[src/hw/rtl/i2cm_pkg.sv]
`timescale 1ns / 1ps
// ----------------------------------------------------------------------------
// i2cm_pkg
// types, codes and packing widths shared by the i2c master modules
// ----------------------------------------------------------------------------
package i2cm_pkg;

    typedef enum logic [4:0] {
        PH_IDLE, PH_START, PH_RSTART, PH_S_ADW, PH_S_REG, PH_S_ADR, PH_S_DAT,
        PH_A_ADW, PH_A_REG, PH_A_ADR, PH_A_DAT, PH_READ, PH_RACK, PH_STOP
    } phase_t;

    localparam logic [1:0] ST_OK      = 2'd0;
    localparam logic [1:0] ST_NACK_DEV = 2'd1;
    localparam logic [1:0] ST_NACK_REG = 2'd2;
    localparam logic [1:0] ST_NACK_DAT = 2'd3;

    localparam logic CFG_DEV_ADDR = 1'b0;
    localparam logic CFG_HALF_PER = 1'b1;

    typedef struct packed {
        logic       go;
        logic       req_type;
        logic [7:0] reg_address;
        logic [7:0] byte_count;
        logic [7:0] write_byte;
        logic       sda_in;
    } tick_t;

    typedef struct packed {
        logic       scl_level;
        logic       sda_level;
        logic       data_take;
        logic [7:0] read_byte;
        logic       read_valid;
        logic       read_last;
        logic       busy_res;
        logic       done_res;
        logic [1:0] status;
    } res_t;

    localparam int QDEPTH = 2;

endpackage

[src/hw/rtl/i2cm_front.sv]
`timescale 1ns / 1ps
// ----------------------------------------------------------------------------
// i2cm_front
// input item unpacking and a two-entry queue toward the sequencer
// ----------------------------------------------------------------------------
module i2cm_front
    import i2cm_pkg::*;
(
    input  logic        clk,
    input  logic        rst_n,
    input  logic        in_valid,
    output logic        in_ready,
    input  logic [31:0] in_data,
    input  logic        in_user,
    output logic        q_valid,
    input  logic        q_ready,
    output tick_t       q_item
);

    tick_t      mem_reg [QDEPTH];
    logic       wp_reg, wp_next, rp_reg, rp_next;
    logic [1:0] cnt_reg, cnt_next;
    tick_t      item;
    logic       push, pop;

    always_comb
    begin
        item.go          = in_data[0];
        item.req_type    = in_data[1];
        item.reg_address = in_data[9:2];
        item.byte_count  = in_data[17:10];
        item.write_byte  = in_data[25:18];
        item.sda_in      = in_user;
    end

    assign in_ready = (cnt_reg != 2'(QDEPTH));
    assign push     = in_valid && in_ready;
    assign q_valid  = (cnt_reg != 2'd0);
    assign pop      = q_valid && q_ready;
    assign q_item   = mem_reg[rp_reg];

    always_comb
    begin
        wp_next  = push ? ~wp_reg : wp_reg;
        rp_next  = pop ? ~rp_reg : rp_reg;
        cnt_next = cnt_reg + 2'(push) - 2'(pop);
    end

    always_ff @(posedge clk)
    begin
        if (push)
        begin
            mem_reg[wp_reg] <= item;
        end
    end

    always_ff @(posedge clk or negedge rst_n)
    begin
        if (!rst_n)
        begin
            wp_reg  <= 1'b0;
            rp_reg  <= 1'b0;
            cnt_reg <= 2'd0;
        end
        else
        begin
            wp_reg  <= wp_next;
            rp_reg  <= rp_next;
            cnt_reg <= cnt_next;
        end
    end

endmodule

[src/hw/rtl/i2cm_seq.sv]
`timescale 1ns / 1ps
// ----------------------------------------------------------------------------
// i2cm_seq
// bus sequencer: one tick per item, result held in an output register
// ----------------------------------------------------------------------------
module i2cm_seq
    import i2cm_pkg::*;
(
    input  logic        clk,
    input  logic        rst_n,
    input  logic        cfg_we,
    input  logic        cfg_index,
    input  logic [15:0] cfg_data,
    input  logic        q_valid,
    output logic        q_ready,
    input  tick_t       q_item,
    output logic        out_valid,
    input  logic        out_ready,
    output res_t        out_res
);

    phase_t      phase_reg, phase_next;
    logic [2:0]  bit_reg, bit_next;
    logic [7:0]  shift_reg, shift_next;
    logic [7:0]  left_reg, left_next;
    logic [15:0] tick_reg, tick_next;
    logic [7:0]  lreg_reg, lreg_next;
    logic        kind_reg, kind_next;
    logic [1:0]  sub_reg, sub_next;
    logic [1:0]  fail_reg, fail_next;
    logic [6:0]  dev_reg;
    logic [15:0] half_reg;
    logic        ov_reg;
    res_t        res_reg, r;
    logic        step;
    phase_t      ph;
    logic [15:0] h;

    assign q_ready   = !ov_reg || out_ready;
    assign step      = q_valid && q_ready;
    assign out_valid = ov_reg;
    assign out_res   = res_reg;

    always_comb
    begin
        phase_next = phase_reg;
        bit_next   = bit_reg;
        shift_next = shift_reg;
        left_next  = left_reg;
        tick_next  = tick_reg;
        lreg_next  = lreg_reg;
        kind_next  = kind_reg;
        sub_next   = sub_reg;
        fail_next  = fail_reg;
        r          = '0;
        r.scl_level = 1'b1;
        r.sda_level = 1'b1;
        h = (half_reg == 16'd0) ? 16'd1 : half_reg;
        if (phase_reg == PH_IDLE && q_item.go)
        begin
            kind_next  = q_item.req_type;
            lreg_next  = q_item.reg_address;
            left_next  = q_item.byte_count;
            fail_next  = ST_OK;
            phase_next = PH_START;
            sub_next   = 2'd0;
            bit_next   = 3'd0;
            tick_next  = 16'd0;
        end
        ph = phase_next;
        if (ph != PH_IDLE)
        begin
            r.busy_res = 1'b1;
            case (ph)
                PH_START, PH_RSTART: r.sda_level = (sub_next == 2'd0);
                PH_S_ADW, PH_S_REG, PH_S_ADR, PH_S_DAT:
                begin
                    if (sub_next == 2'd0)
                    begin
                        r.scl_level = 1'b0;
                        r.sda_level = !(ph == PH_S_ADW || ph == PH_S_ADR);
                    end
                    else
                    begin
                        r.scl_level = (sub_next == 2'd2);
                        r.sda_level = shift_next[7];
                    end
                end
                PH_A_ADW, PH_A_REG, PH_A_ADR, PH_A_DAT: r.scl_level = (sub_next == 2'd0);
                PH_READ: r.scl_level = (sub_next == 2'd1 || sub_next == 2'd2);
                PH_RACK:
                begin
                    r.scl_level = (sub_next == 2'd2);
                    r.sda_level = (sub_next == 2'd0) ? 1'b1 : !(left_next > 8'd1);
                end
                PH_STOP:
                begin
                    r.scl_level = (sub_next != 2'd0);
                    r.sda_level = 1'b0;
                end
                default: ;
            endcase
            if (17'(tick_next) + 17'd1 >= 17'(h))
            begin
                tick_next = 16'd0;
                case (ph)
                    PH_START, PH_RSTART:
                    begin
                        if (sub_next == 2'd0)
                        begin
                            sub_next = 2'd1;
                        end
                        else
                        begin
                            phase_next = (ph == PH_START) ? PH_S_ADW : PH_S_ADR;
                            sub_next   = 2'd0;
                            bit_next   = 3'd0;
                            shift_next = {dev_reg, ph == PH_RSTART};
                        end
                    end
                    PH_S_ADW, PH_S_REG, PH_S_ADR, PH_S_DAT:
                    begin
                        if (sub_next != 2'd3)
                        begin
                            sub_next = sub_next + 2'd1;
                        end
                        else
                        begin
                            shift_next = {shift_next[6:0], 1'b0};
                            if (bit_next == 3'd7)
                            begin
                                phase_next = phase_t'(5'(ph) + 5'd4);
                                sub_next   = 2'd0;
                                bit_next   = 3'd0;
                            end
                            else
                            begin
                                bit_next = bit_next + 3'd1;
                                sub_next = 2'd1;
                            end
                        end
                    end
                    PH_A_ADW, PH_A_REG, PH_A_ADR, PH_A_DAT:
                    begin
                        if (sub_next == 2'd0)
                        begin
                            if (q_item.sda_in)
                            begin
                                fail_next = (ph == PH_A_REG) ? ST_NACK_REG :
                                            (ph == PH_A_DAT) ? ST_NACK_DAT : ST_NACK_DEV;
                                phase_next = PH_STOP;
                                sub_next   = 2'd0;
                            end
                            else
                            begin
                                sub_next = 2'd1;
                            end
                        end
                        else if (ph == PH_A_ADW)
                        begin
                            phase_next = PH_S_REG;
                            sub_next   = 2'd0;
                            bit_next   = 3'd0;
                            shift_next = lreg_next;
                        end
                        else if (ph == PH_A_REG && kind_next)
                        begin
                            phase_next = PH_RSTART;
                            sub_next   = 2'd0;
                        end
                        else if (left_next == 8'd0)
                        begin
                            phase_next = PH_STOP;
                            sub_next   = 2'd0;
                        end
                        else if (ph == PH_A_ADR)
                        begin
                            phase_next = PH_READ;
                            sub_next   = 2'd0;
                            bit_next   = 3'd0;
                            shift_next = 8'd0;
                        end
                        else
                        begin
                            r.data_take = 1'b1;
                            left_next  = left_next - 8'd1;
                            phase_next = PH_S_DAT;
                            sub_next   = 2'd0;
                            bit_next   = 3'd0;
                            shift_next = q_item.write_byte;
                        end
                    end
                    PH_READ:
                    begin
                        if (sub_next == 2'd1)
                        begin
                            shift_next = {shift_next[6:0], q_item.sda_in};
                        end
                        if (sub_next != 2'd3)
                        begin
                            sub_next = sub_next + 2'd1;
                        end
                        else if (bit_next == 3'd7)
                        begin
                            r.read_valid = 1'b1;
                            r.read_byte  = shift_next;
                            r.read_last  = (left_next == 8'd1);
                            phase_next   = PH_RACK;
                            sub_next     = 2'd0;
                            bit_next     = 3'd0;
                        end
                        else
                        begin
                            bit_next = bit_next + 3'd1;
                            sub_next = 2'd1;
                        end
                    end
                    PH_RACK:
                    begin
                        if (sub_next != 2'd2)
                        begin
                            sub_next = sub_next + 2'd1;
                        end
                        else
                        begin
                            left_next = left_next - 8'd1;
                            sub_next  = 2'd0;
                            if (left_next != 8'd0)
                            begin
                                phase_next = PH_READ;
                                bit_next   = 3'd0;
                                shift_next = 8'd0;
                            end
                            else
                            begin
                                phase_next = PH_STOP;
                            end
                        end
                    end
                    PH_STOP:
                    begin
                        if (sub_next == 2'd0)
                        begin
                            sub_next = 2'd1;
                        end
                        else
                        begin
                            r.done_res = 1'b1;
                            r.status   = fail_next;
                            fail_next  = ST_OK;
                            phase_next = PH_IDLE;
                            sub_next   = 2'd0;
                        end
                    end
                    default:
                    begin
                        phase_next = PH_IDLE;
                        sub_next   = 2'd0;
                    end
                endcase
            end
            else
            begin
                tick_next = tick_next + 16'd1;
            end
        end
    end

    always_ff @(posedge clk)
    begin
        if (step)
        begin
            res_reg <= r;
        end
    end

    always_ff @(posedge clk or negedge rst_n)
    begin
        if (!rst_n)
        begin
            phase_reg <= PH_IDLE;
            bit_reg   <= 3'd0;
            shift_reg <= 8'd0;
            left_reg  <= 8'd0;
            tick_reg  <= 16'd0;
            lreg_reg  <= 8'd0;
            kind_reg  <= 1'b0;
            sub_reg   <= 2'd0;
            fail_reg  <= ST_OK;
            dev_reg   <= 7'd18;
            half_reg  <= 16'd40;
            ov_reg    <= 1'b0;
        end
        else
        begin
            if (step)
            begin
                phase_reg <= phase_next;
                bit_reg   <= bit_next;
                shift_reg <= shift_next;
                left_reg  <= left_next;
                tick_reg  <= tick_next;
                lreg_reg  <= lreg_next;
                kind_reg  <= kind_next;
                sub_reg   <= sub_next;
                fail_reg  <= fail_next;
            end
            if (step)
            begin
                ov_reg <= 1'b1;
            end
            else if (out_ready)
            begin
                ov_reg <= 1'b0;
            end
            if (cfg_we && cfg_index == CFG_DEV_ADDR)
            begin
                dev_reg <= cfg_data[6:0];
            end
            if (cfg_we && cfg_index == CFG_HALF_PER)
            begin
                half_reg <= cfg_data;
            end
        end
    end

endmodule

[src/hw/rtl/i2c_master_register_transfer.sv]
`timescale 1ns / 1ps
// ----------------------------------------------------------------------------
// i2c_master_register_transfer
// register-addressed i2c burst master, one input item per bus tick
// ----------------------------------------------------------------------------
// channel  dir  contents
// s_axis   in   tick item: go, req_type, reg_address, byte_count, write_byte
// m_axis   out  line drives, data_take, read byte, busy/done/status
// cfg      in   0 device_address, 1 half_period_ticks
// one item per cycle unless output stalls; each item is one step of the sequencer
// two-entry input queue, result held in an output register
// rst_n clears state to idle, address 18, half period 40
// a stalled output holds the sequencer; the queue then fills and drops tready
// ----------------------------------------------------------------------------
module i2c_master_register_transfer
    import i2cm_pkg::*;
(
    input  logic        clk,
    input  logic        rst_n,
    input  logic        cfg_we,
    input  logic        cfg_index,
    input  logic [15:0] cfg_data,
    input  logic        s_axis_tvalid,
    output logic        s_axis_tready,
    input  logic [31:0] s_axis_tdata,  // go, req_type, reg_address, byte_count, write_byte
    input  logic        s_axis_tuser,  // sda_in
    output logic        m_axis_tvalid,
    input  logic        m_axis_tready,
    output logic [15:0] m_axis_tdata,  // scl, sda, data_take, read_byte, read_valid,
                                       // busy_res, done_res, status
    output logic        m_axis_tlast   // read_last
);

    logic  q_valid, q_ready;
    tick_t q_item;
    res_t  res;

    i2cm_front u_front (
        .clk      (clk),
        .rst_n    (rst_n),
        .in_valid (s_axis_tvalid),
        .in_ready (s_axis_tready),
        .in_data  (s_axis_tdata),
        .in_user  (s_axis_tuser),
        .q_valid  (q_valid),
        .q_ready  (q_ready),
        .q_item   (q_item)
    );

    i2cm_seq u_seq (
        .clk       (clk),
        .rst_n     (rst_n),
        .cfg_we    (cfg_we),
        .cfg_index (cfg_index),
        .cfg_data  (cfg_data),
        .q_valid   (q_valid),
        .q_ready   (q_ready),
        .q_item    (q_item),
        .out_valid (m_axis_tvalid),
        .out_ready (m_axis_tready),
        .out_res   (res)
    );

    assign m_axis_tdata = {res.status, res.done_res, res.busy_res, res.read_valid,
                           res.read_byte, res.data_take, res.sda_level, res.scl_level};
    assign m_axis_tlast = res.read_last;

endmodule
[config.mk]
export PLATFORM = sky130hd
export DESIGN_NAME = i2c_master_register_transfer
export DESIGN_NICKNAME = d
export VERILOG_FILES = /design/src/hw/rtl/i2cm_pkg.sv /design/src/hw/rtl/i2cm_front.sv /design/src/hw/rtl/i2cm_seq.sv /design/src/hw/rtl/i2c_master_register_transfer.sv
export SDC_FILE = /design/constraint.sdc
export NUM_CORES = 1
export LEC_CHECK = 0
export BUFFER_PORTS_ARGS = -buffer_cell sky130_fd_sc_hd__buf_4
export CAP_MARGIN = 20
export CORE_ASPECT_RATIO = 1.2
export CORE_MARGIN = 3
export CORE_UTILIZATION = 52
export DETAILED_ROUTE_END_ITERATION = 6
export PLACE_DENSITY = 0.72
export REMOVE_ABC_BUFFERS = 1
export SLEW_MARGIN = 30
export SYNTH_ARGS = -nofsm -noshare
export SYNTH_HDL_FRONTEND = slang
export SYNTH_SLANG_ARGS = --single-unit
[constraint.sdc]
create_clock -name clk -period 7.91 [get_ports clk]
set_clock_uncertainty 0.1 [all_clocks]
set_input_delay 0.3955 -clock clk [delete_from_list [all_inputs] [get_ports clk]]
set_output_delay 0.3955 -clock clk [all_outputs]
set_load 0.05 [all_outputs]
==> results by group <==
Status
  • Status: complete, no violations

Critical path
  • Worst path bufs/invs: 0
  • Cell with the largest stage delay on the worst path: dfrtp_2
  • Worst path cell trace: mux2_2, nand3_1, and2_1, ha_1, nand2_1, or3_1, a21oi_1, ha_1, a21o_1, a21o_1, a21oi_1, a2bb2oi_1, nand2_1, nand2_1, or3_1, nor2_1
  • Family with the most delay on the worst path: simple AND/OR/NAND/NOR gates
  • CP Capture Type: register
  • Worst Path Required: 7.96 ns
  • Crit start category: register
  • Cell mode on critical path: nand2_1
  • Crit path max fanout: 37
  • Reg2Reg Setup Slack: 1.94 ns
  • WS Path Type: reg -> reg
  • Worst endpoint data arrival time: 6.03 ns
  • Critical path's largest stage delay: 0.99 ns

Clock network
  • Root Driver: clkbuf_16
  • Clock latency on the worst-skew pair: 0.42 ns
  • Num CTS Buffers: 17
  • CTS Buffer Depth: 2
  • H-tree Lvls: 4
  • CTS clk-pin slew, worst paths: 0.06 ns
  • Setup bufs post-CTS: 0
  • CTS sink count: 152
  • TritonCTS clock tree: yes

Route
  • 1st-iter DRT viols: 707
  • Routed wire length: 21400 microns
  • Vias: 6564
  • Routed length per instance: 20.0 microns
  • Drt via density: 6.13
  • Drt drc: 0
  • Final ANT Viol Nets: 0
  • 1st-pass router iterations: 6

Placed design
  • Port bufs: 67
  • Placed Area: 9020 sq um
  • Hpwl dp: 15100 microns
  • Placed cells: 1037
  • Gpl congestion: 0.972

Power
  • Internal Power: 1.74 mW
  • VDD IR-drop max: 0.216 mV
  • Clock network fraction of design power: 0.318
  • Pwr per Cell Area: 273 nW/um^2
  • Sequential Power Share: 0.418
  • Combinational power share: 0.264
  • Pleak: 4.16 nW
  • Total power: 2.64 mW
  • Switching share of power: 0.341
  • Net Sw Power: 0.898 mW

Synthesis
  • Ys flop type: dfrtp_1
  • FF+latch count, synth: 152
  • Netlist Area Pre-Place: 8350 sq um
  • Synth area leaders: edfxtp_1 (26%), dfrtp_1 (23%), ha_1 (5.5%)
  • Ys Warns: 0
  • Post-synthesis share of cell area spent on xor and xnor gates: 0.0198
  • Compound-gate portion of the synthesized area: 0.159
  • Number of flops mapped to enable cells by yosys: 71
  • Area fraction in and, or, nand and nor cells after synthesis: 0.133
  • Area leader, netlist: edfxtp_1
  • Adder-Cell Fraction of Synth Area: 0.0554
  • Synthesized instance count: 790
  • Top-area cell type share of the netlist area: 0.255
  • Sequential element share of the synthesized area: 0.499
  • Unique cell type count in the Yosys netlist: 70
  • Post-synthesis async set-or-reset flop share: 0.533
  • Avg Synthesized Cell Area: 10.6 sq um
  • Combinational family with the most area after synthesis: compound AO/OA/AOI/OAI gates
  • Mux cell area share after synthesis: 0.0954

Global route
  • Vias in the first global route: 6616
  • Total grt overflow: 0
  • First-pass GRT wire length: 33900 microns
  • Largest net degree at the start of global routing: 82
  • Antenna violations before repair: 0
  • Gr usage total: 0.249

Layout
  • Largest register FFs: 54
  • Share of cells above drive strength 1: 0.186
  • Post-Layout Cell Count: 1070
  • ANT cells: 0
  • Final instance area: 9650 sq um
  • Layout area overhead: 15.6%
  • Layout net count: 941

STA
  • RSZ-0062 raised after global routing: false
  • Slew Viols, Final: 0
  • Setup TNS: 0 ns
  • Final worst path period share: 0.755
  • Fin crit period: 5.97 ns
  • Slew margin rel.: 0.321
  • FMAX: 167 MHz
  • Hold Vio Cnt, Final: 0
  • Final setup vio count: 0
  • Slew @ Worst Pin: 1.01 ns

Die
  • Die span in y: 145 microns
  • Die Wd: 122 microns
  • Core area: 15700 sq um
  • Die area: 17600 sq um
  • Initial Util: 0.532
  • Top-Level Pins: 74
  • Site Rows: 50

Job
  • Max_cap viols: 0

Hold path
  • Hold/Removal Path Class: in -> reg
==> timing repair <==
| action | 4_1_cts | 5_1_grt |
|---|---|---|
| hold buffers | 1 | 0 |
| gates resized for setup | 0 | 0 |
| endpoints found under the hold margin | 77 | 0 |
==> synth_stat cells (11+ instances only) <==
cell and count:
nor2_1 64, nor3_1 12, nand3_1 20, inv_1 43, a21o_1 11, mux2i_1 42, nand2_1 70, dfrtp_1 77
o21ai_0 34, ha_1 37, nand4_1 11, mux2_2 29, a21oi_1 62, clkbuf_1 27, edfxtp_1 71
==> kinds of logic (layout without fill, tap and decap cells) <==
logic type	count (synthesis)	after routing
compound gates	197	197
xor+xnor	18	18
fa+ha+maj	37	37
buf+inv	80	152
flops	152	152
mux	74	74
simple gates	232	232
==> per-layer routing <==
layer / GRT usage / vias up / wire length (microns)
li1: - / 3035 / -
met1: 0.303 / 3208 / 8580
met2: 0.438 / 267 / 11000
met3: 0.0404 / 54 / 1140
met4: 0.110 / 0 / 641
met5: 0 / - / 0
==> worst reg2reg max path, stage by stage (launching register included) <==
cell and delay [ns]:
dfrtp_2 0.99, mux2_2 0.50, nand3_1 0.18, and2_1 0.21
ha_1 0.26, nand2_1 0.12, or3_1 0.37, a21oi_1 0.30
ha_1 0.31, a21o_1 0.18, a21o_1 0.17, a21oi_1 0.17
a2bb2oi_1 0.47, nand2_1 0.39, nand2_1 0.42, or3_1 0.43
nor2_1 0.13
==> layout by cell type (no fill, tap or decap), types with 5 or more instances in the layout <==
cell type / count
nand2_1: 70
o21ai_1: 10
o31ai_1: 7
ha_1: 37
or3_1: 9
nor4_1: 6
inv_8: 5
a21oi_1: 62
o211ai_1: 7
a22o_1: 7
mux2i_1: 42
a31oi_1: 6
a22oi_1: 6
xor2_1: 7
a21o_1: 11
dfrtp_1: 76
inv_1: 43
edfxtp_1: 71
and3_1: 10
nand3_1: 20
o21ai_0: 34
nor3_1: 12
nor2_1: 62
mux2_2: 29
and2_1: 10
buf_4: 73
clkbuf_16: 17
xnor2_1: 10
nand4_1: 11
a222oi_1: 8
==> through the flow <==
| stage | util | hold WS [ns] | worst slack [ns] |
|---|---|---|---|
| 5_1_grt | 0.615 | 0.0334 | 1.66 |
| 2_1_floorplan | - | -0.0000911 | 2.39 |
| 4_1_cts | 0.615 | 0.0360 | 2.06 |
| 3_3_place_gp | 0.574 | 0.362 | 2.18 |
| 3_5_place_dp | 0.575 | 0.362 | 2.06 |
| 6_report | 0.615 | 0.0509 | 1.94 |
==> path summary, 6_finish.rpt <==
| check | cells past startpoint | end | startpoint |
|---|---|---|---|
| max in group asynchronous | 2 | u_front.rp_reg$_DFFE_PN0P_ | rst_n |
| max reg2reg | 16 | u_seq.out_res[4]$_SDFFCE_PP0P_ | u_front.rp_reg$_DFFE_PN0P_ |
| min reg2reg | 1 | u_seq.fail_reg[1]$_DFFE_PN0P_ | u_seq.fail_reg[1]$_DFFE_PN0P_ |
| min in group asynchronous | 2 | u_seq.half_reg[7]$_DFFE_PN0P_ | rst_n |
| max | 16 | u_seq.out_res[4]$_SDFFCE_PP0P_ | u_front.rp_reg$_DFFE_PN0P_ |
| min | 1 | u_front.mem_reg[1][22]$_DFFE_PP_ | s_axis_tdata[7] |
==> layout make-up <==
class,count,area [sq um]
clock buffers,19,443
repair buffers,75,569
inverters,45,169
flip-flops and latches,152,4170
well taps,208,260
clock inverters,13,175
fillers,1279,6050
multi-input cells,558,3870
==> power groups by stage <==
stage                     logic [mW]  registers, mW  clock network [mW]
final                          0.696           1.10               0.838
after global routing           0.761           1.12               0.889
after CTS                      0.698           1.10               0.854
after global placement         0.670           1.11                   0
after floorplan                0.409           1.17                   0
after detailed placement       0.689           1.12                   0
Note: power is estimated with default switching activity, not from simulation.
